<file path="config.mk">
export PLATFORM = sky130hd
export DESIGN_NAME = wgt_mac
export DESIGN_NICKNAME = d
export VERILOG_FILES = /design/src/hdl/wgt_pkg.sv /design/src/hdl/wgt_mac.sv
export SDC_FILE = /design/constraint.sdc
export NUM_CORES = 2
export LEC_CHECK = 0
export BUFFER_PORTS_ARGS = -buffer_cell sky130_fd_sc_hd__buf_4
export CORE_ASPECT_RATIO = 0.7
export CORE_MARGIN = 5
export CORE_UTILIZATION = 56
export DETAILED_ROUTE_END_ITERATION = 7
export GPL_ROUTABILITY_DRIVEN = 0
export PLACE_DENSITY = 0.74
export SLEW_MARGIN = 20
export SYNTH_ARGS = -nofsm -noshare
export SYNTH_HDL_FRONTEND = slang
export SYNTH_SLANG_ARGS = --single-unit
</file>
<file path="constraint.sdc">
create_clock -name clk -period 9.3 [get_ports clk]
set_clock_uncertainty 0.2 [all_clocks]
set_input_delay 0.465 -clock clk [delete_from_list [all_inputs] [get_ports clk]]
set_output_delay 0.465 -clock clk [all_outputs]
set_load 0.01 [all_outputs]
</file>
<file path="src/hdl/wgt_pkg.sv">
// Package for the weighted GEMM block: sizes, opcodes, register indexes,
// and the shared round-and-saturate helper. No dependencies.
package wgt_pkg;
	localparam int MAX_DIM   = 8;
	localparam int FRAC_BITS = 16;
	localparam int DEPTH     = MAX_DIM * MAX_DIM;
	localparam int DIM_W     = $clog2(MAX_DIM + 1);
	localparam int IDX_W     = $clog2(MAX_DIM);
	localparam int ADDR_W    = $clog2(DEPTH);
	localparam int ACC_W     = 72;

	typedef logic signed [31:0] word_t;
	typedef logic signed [ACC_W-1:0] acc_t;

	localparam logic [2:0] OP_LOAD_A = 3'd0;
	localparam logic [2:0] OP_LOAD_B = 3'd1;
	localparam logic [2:0] OP_LOAD_C = 3'd2;
	localparam logic [2:0] OP_LOAD_W = 3'd3;
	localparam logic [2:0] OP_START  = 3'd4;

	localparam logic [2:0] REG_ROWS_M  = 3'd0;
	localparam logic [2:0] REG_INNER_K = 3'd1;
	localparam logic [2:0] REG_COLS_N  = 3'd2;
	localparam logic [2:0] REG_ALPHA   = 3'd3;
	localparam logic [2:0] REG_BETA    = 3'd4;
	localparam logic [2:0] REG_TR_L    = 3'd5;
	localparam logic [2:0] REG_TR_R    = 3'd6;
	localparam logic [2:0] REG_USE_W   = 3'd7;

	// Shift right by FRAC_BITS with rounding to nearest (ties up), then saturate.
	function automatic word_t round_sat(input acc_t v);
		acc_t r;
		r = (v + (acc_t'(1) <<< (FRAC_BITS - 1))) >>> FRAC_BITS;
		if (r > acc_t'(32'sh7fffffff)) return 32'sh7fffffff;
		if (r < -acc_t'(33'sh080000000)) return 32'sh80000000;
		return word_t'(r[31:0]);
	endfunction
endpackage

</file>
<file path="src/hdl/wgt_mac.sv">
// Shared multiply unit with a wide accumulator for the weighted GEMM block.
// Depends on wgt_pkg.
module wgt_mac (
	input  logic           clk,
	input  logic           mul_en,
	input  wgt_pkg::word_t op_a,
	input  wgt_pkg::word_t op_b,
	input  logic           acc_clr,
	input  logic           acc_add,
	output logic signed [63:0] prod_q,
	output wgt_pkg::acc_t  acc_q
);
	import wgt_pkg::*;

	always_ff @(posedge clk) begin
		if (mul_en) prod_q <= 64'(op_a) * 64'(op_b);
		if (acc_clr) acc_q <= '0;
		else if (acc_add) acc_q <= acc_q + ACC_W'(prod_q);
	end
endmodule

</file>
* Yosys cells after proc, flatten, opt, wreduce, memory -nomap -nowiden
Cells that the tools add are included. Widths: inputs -> output; s select.
Word-level totals: latch bits 0, output and inout bits 136, bits in read-only memories 0, bits of input ports 68, bits in writable memories 0, register bits 136, logic and storage cells 4, memories 0
Cells by class: magnitude comparators 0, multiplexer cells 0, reduce and logical (&&, ||, !) cells 0, shifts and indexed selects 0, div/mod/pow operators 0, multipliers 1, bitwise gates (word level) 0, equality and inequality tests 0, add/subtract/negate cells 1
Operator list (count):
- $add 72x64->72 | 1
- $mul 32x32->64 | 1

* Longest topological paths before layout
depth in word-level cells 1, gate-level depth with buffers 29, depth with buffers taken out 27

* Worst setup path before layout
No wires, ideal clock.
kind input to register, start input port op_a[31], end register prod_q[58] (data pin), data arrival time 7.537 ns, slack 1.305 ns, required time 8.842 ns, path buffers 2, cell stages on the path 26, library setup time 0.258 ns, cell sequence clkbuf_1 nand2_1 inv_1 fa_1 inv_1 fa_1 inv_1 fa_1 fa_1 inv_1 fa_1 inv_1 fa_1 inv_1 fa_1 inv_1 fa_1 ha_1 clkbuf_1 nand4_1 nor2_1 nand4_1 a2111oi_0 nand3b_1 a21oi_1 xnor2_1
On the way: longest elaborated chain between the ends 1
RTL lines:
- from (decl) | line wgt_mac.sv:6 | input wgt_pkg::word_t op_a,
- $mul 32x32->64 | line wgt_mac.sv:16 | if (mul_en) prod_q <= 64'(op_a) * 64'(op_b);
- to (signal assigned) | line wgt_mac.sv:16
- to (decl) | line wgt_mac.sv:10 | output logic signed [63:0] prod_q,
Every way passes these cells. A chain may end at the register's enable or synchronous reset.

* Worst setup path in the final report
start input port op_b[5], end register prod_q[58] (data pin)
On the way: longest elaborated chain between the ends 1
RTL lines:
- from (decl) | line wgt_mac.sv:7 | input wgt_pkg::word_t op_b,
- $mul 32x32->64 | line wgt_mac.sv:16
Every way passes these cells.

==> flow_summary.toml <==
[global_routing]
antenna_found_initial = 5
grt.busiest_layer = "met2"
global_route.usage.met2_pct = 46.31
grt_max_degree = 72
global_route_usage_sum_pct = 28.63
globalRouteMet1Util_pct = 38.34
grt_first_pass_wirelength_um = 193900
grt_overflow = 0
first_global_vias = 35815
grt_use_met3_pct = 6.570

[drt]
via_per_inst = 5.621
drt_iter0_drc = 2806
dr.pass1.iters = 6
drc = 0
dr_wl_cell_um = 20.07
via_count = 32921
postRouteAntennaNets = 0
routed_wirelength_um = 117600

[synthesis]
synth-seq-area-share_pct = 7.516
syn-num-nets = 6203
ys.warnings.count = 0
synth_top_area_share_pct = 48.45
synth_flop_cell = "sky130_fd_sc_hd__dfxtp_1"
syn-mean-instance-area_um2 = 9.328
synth_area_leader_cell = "sky130_fd_sc_hd__fa_1"
ys_async_sr_fraction_pct = 0
syn-instance-count = 4797
post_synth_instance_area_um2 = 44750
synth.lib_cells_used.distinct = 89
synth_enable_flop_cells = 64
yosys-top-cells-area = "sky130_fd_sc_hd__fa_1, sky130_fd_sc_hd__inv_1, sky130_fd_sc_hd__and2_1, sky130_fd_sc_hd__ha_1, sky130_fd_sc_hd__nand2_1"
ys_ff_latch = 136

[cells_and_area]
finish.cell_count_without_fillers = 5857
num-nets-final = 6192
areaGrowthSynthToFinish_pct = 5.749
ratio_of_cells_with_drive_above_1_in_the_final_layout_pct = 5.980

[cts]
clock_insertion_delay_worst_skew_ps = 440
postCtsSetupRepairBufs = 0
clock_tree.htree_level_count = 4
clock_tree_from_tritoncts = "done"
cts_hold_buf = 0
cts.reportedPaths.clkPinSlew_ps = 60
ctsResizeCount = 0
cts-buffers-inserted = 17
ctsRootBufferMaster = "sky130_fd_sc_hd__clkbuf_16"
cts_num_sinks = 136
clockBufferDepth = 2

[worst_hold_path]
timing.hold.worst.class = "flop to flop"

[setup_path]
critPathCaptureType = "flop"
required_arrival_time_at_the_worst_endpoint_ps = 9290
critical_path.slowest_cell = "sky130_fd_sc_hd__fa_1"
critPathLaunchType = "input pin"
crit_path_max_fanout = 32
critPathBufInv = 9
timing.critical_path.arrival_ps = 8220
crit_family = "adder cells"
critPathKind = "input pin to flop"
path_common_cell = "sky130_fd_sc_hd__fa_1"
critPathMaxStageDelay_ps = 560

[floorplan]
initial_core_util_pct = 56.66
die-width_um = 347.9
floorplan.io_pins = 204
die_area_um2 = 85750
core_region_area_um2 = 78980
std_cell_rows = 86
floorplan.die.height_um = 246.5

[outcome]
status = "finished, final reports clean"

[timing]
unrepaired_setup_endpoints_after_global_routing = "false"
tns_ps = 0
report.final.hold_viol_count = 0
report.final.slew_viol_count = 0
post-route-min-period_ps = 8230
max_slew_margin_pct = 35.07
finalCritPeriodShare_pct = 88.49
max_slew.worst_pin.slew_ps = 974.0
finalWorstSetupSlack_ps = 1070
fmax_ghz = 0.1215
setup_viol = 0

[place]
dpl_worst_slack_ps = 608.9
portBuffers = 203
dpl.hpwl_um = 96410
placed_cells = 5823

[flow_run]
cap_violations = 0
## path summary, 6_finish.rpt
kind                                                to  cells after the start                    from  slack (ps)
worst max-delay path              prod_q[58]$_DFFE_PP_                     26                 op_b[5]        1070
worst min register to register  acc_q[70]$_SDFFE_PP0P_                      2  acc_q[70]$_SDFFE_PP0P_         280
worst max register to register  acc_q[70]$_SDFFE_PP0P_                     13     prod_q[0]$_DFFE_PP_        5020
worst min-delay path            acc_q[70]$_SDFFE_PP0P_                      2  acc_q[70]$_SDFFE_PP0P_         280
## logic make-up (layout without fill, tap and decap cells)
family / Yosys count / count (layout) / synth area share, %
other cells: 0 / 2 / 0
flops: 136 / 136 / 7.516
compound gates: 467 / 467 / 6.901
fa+ha+maj: 1338 / 1338 / 55.58
buf+inv: 1246 / 1248 / 10.52
simple gates: 1436 / 1436 / 15.93
xor+xnor: 130 / 130 / 2.544
mux: 44 / 44 / 1.012
## layout make-up
type	count	area, um2
tap	1056	1321
inverter	997	3742
multi-input combinational	3415	36680
sequential	136	3363
clock inverter	15	141.4
fill	6737	31660
timing repair buffer	219	1644
antenna	2	5.005
clock buffer	17	425.4
## layout by cell type (no fill, tap or decap), types with 4 or more instances in the layout
cell | Yosys | final
sky130_fd_sc_hd__nand4_1 | 27 | 27
sky130_fd_sc_hd__or2_2 | 5 | 5
sky130_fd_sc_hd__o21ai_0 | 71 | 71
sky130_fd_sc_hd__nand2_1 | 594 | 594
sky130_fd_sc_hd__buf_4 | 0 | 219
sky130_fd_sc_hd__ha_1 | 255 | 255
sky130_fd_sc_hd__o22ai_1 | 4 | 4
sky130_fd_sc_hd__dfxtp_1 | 72 | 72
sky130_fd_sc_hd__o211ai_1 | 14 | 14
sky130_fd_sc_hd__o2111ai_1 | 7 | 7
sky130_fd_sc_hd__a211oi_2 | 4 | 4
sky130_fd_sc_hd__or3_1 | 6 | 6
sky130_fd_sc_hd__nor2_1 | 143 | 143
sky130_fd_sc_hd__a21o_1 | 61 | 61
sky130_fd_sc_hd__nand2b_1 | 15 | 15
sky130_fd_sc_hd__a21oi_1 | 157 | 157
sky130_fd_sc_hd__edfxtp_1 | 64 | 64
sky130_fd_sc_hd__a211oi_1 | 21 | 21
sky130_fd_sc_hd__inv_1 | 996 | 996
sky130_fd_sc_hd__o31ai_1 | 11 | 11
sky130_fd_sc_hd__nor4_1 | 5 | 5
sky130_fd_sc_hd__mux2i_1 | 40 | 40
sky130_fd_sc_hd__xnor2_1 | 91 | 91
sky130_fd_sc_hd__nand3_1 | 33 | 33
sky130_fd_sc_hd__nor3_1 | 31 | 31
sky130_fd_sc_hd__nor2b_1 | 33 | 33
sky130_fd_sc_hd__clkinv_4 | 0 | 4
sky130_fd_sc_hd__clkbuf_16 | 0 | 17
sky130_fd_sc_hd__inv_6 | 0 | 6
sky130_fd_sc_hd__a211o_1 | 6 | 6
sky130_fd_sc_hd__a31oi_1 | 10 | 10
sky130_fd_sc_hd__a21boi_0 | 5 | 5
sky130_fd_sc_hd__and3_1 | 9 | 9
sky130_fd_sc_hd__fa_1 | 1083 | 1083
sky130_fd_sc_hd__o21bai_1 | 25 | 25
sky130_fd_sc_hd__o21a_1 | 12 | 12
sky130_fd_sc_hd__o21ai_1 | 8 | 8
sky130_fd_sc_hd__xor2_1 | 39 | 39
sky130_fd_sc_hd__a221oi_1 | 4 | 4
sky130_fd_sc_hd__and2_1 | 518 | 518
## synth_stat cells, types with 6 or more instances
| master | number |
|---|---|
| sky130_fd_sc_hd__a21o_1 | 61 |
| sky130_fd_sc_hd__xnor2_1 | 91 |
| sky130_fd_sc_hd__inv_1 | 996 |
| sky130_fd_sc_hd__nand3_1 | 33 |
| sky130_fd_sc_hd__nor3_1 | 31 |
| sky130_fd_sc_hd__o211ai_1 | 14 |
| sky130_fd_sc_hd__o21bai_1 | 25 |
| sky130_fd_sc_hd__ha_1 | 255 |
| sky130_fd_sc_hd__o31ai_1 | 11 |
| sky130_fd_sc_hd__o21a_1 | 12 |
| sky130_fd_sc_hd__nand4_1 | 27 |
| sky130_fd_sc_hd__and2_1 | 518 |
| sky130_fd_sc_hd__nor2_1 | 143 |
| sky130_fd_sc_hd__fa_1 | 1083 |
| sky130_fd_sc_hd__mux2i_1 | 40 |
| sky130_fd_sc_hd__a31oi_1 | 10 |
| sky130_fd_sc_hd__nand2b_1 | 15 |
| sky130_fd_sc_hd__o2111ai_1 | 7 |
| sky130_fd_sc_hd__a211oi_1 | 21 |
| sky130_fd_sc_hd__and3_1 | 9 |
| sky130_fd_sc_hd__xor2_1 | 39 |
| sky130_fd_sc_hd__edfxtp_1 | 64 |
| sky130_fd_sc_hd__a211o_1 | 6 |
| sky130_fd_sc_hd__or3_1 | 6 |
| sky130_fd_sc_hd__nor2b_1 | 33 |
| sky130_fd_sc_hd__o21ai_0 | 71 |
| sky130_fd_sc_hd__clkbuf_1 | 227 |
| sky130_fd_sc_hd__buf_2 | 17 |
| sky130_fd_sc_hd__o21ai_1 | 8 |
| sky130_fd_sc_hd__dfxtp_1 | 72 |
| sky130_fd_sc_hd__nand2_1 | 594 |
| sky130_fd_sc_hd__a21oi_1 | 157 |
## metal layers
metal | wire [um] | vias up
met1 | 46850 | 16731
met4 | 4928 | 6
met3 | 11060 | 277
li1 | - | 14372
met5 | 42 | -
met2 | 54700 | 1535
## sequential cells by signal (all words and copies together), names as in the netlist
name,cells
prod_q,64
acc_q,72
## through the flow
step / instance area, um2 / hold WS, ps / util (%)
after floorplan: 44750 / 284.9 / -
after global placement: 46750 / 264.3 / 59.19
after detailed placement: 46750 / 268.8 / 59.19
after CTS: 47320 / 279.2 / 59.91
after global routing: 47320 / 323.4 / 59.91
final: 47320 / 279.1 / 59.91
## worst reg2reg max path, delay by kind of cell (launching register included)
family	cells	cell delay, ps
buffers and inverters	1	70
xor gates and xnor gates	1	160
and+or+nand+nor	3	720
adders and majority gates	2	620
DFF	1	380
AOI/OAI and AO/OA	6	2010
Power is left out: the tool's default activity adds up to more than one toggle a clock period on the data nets, which glitch-free logic cannot reach.
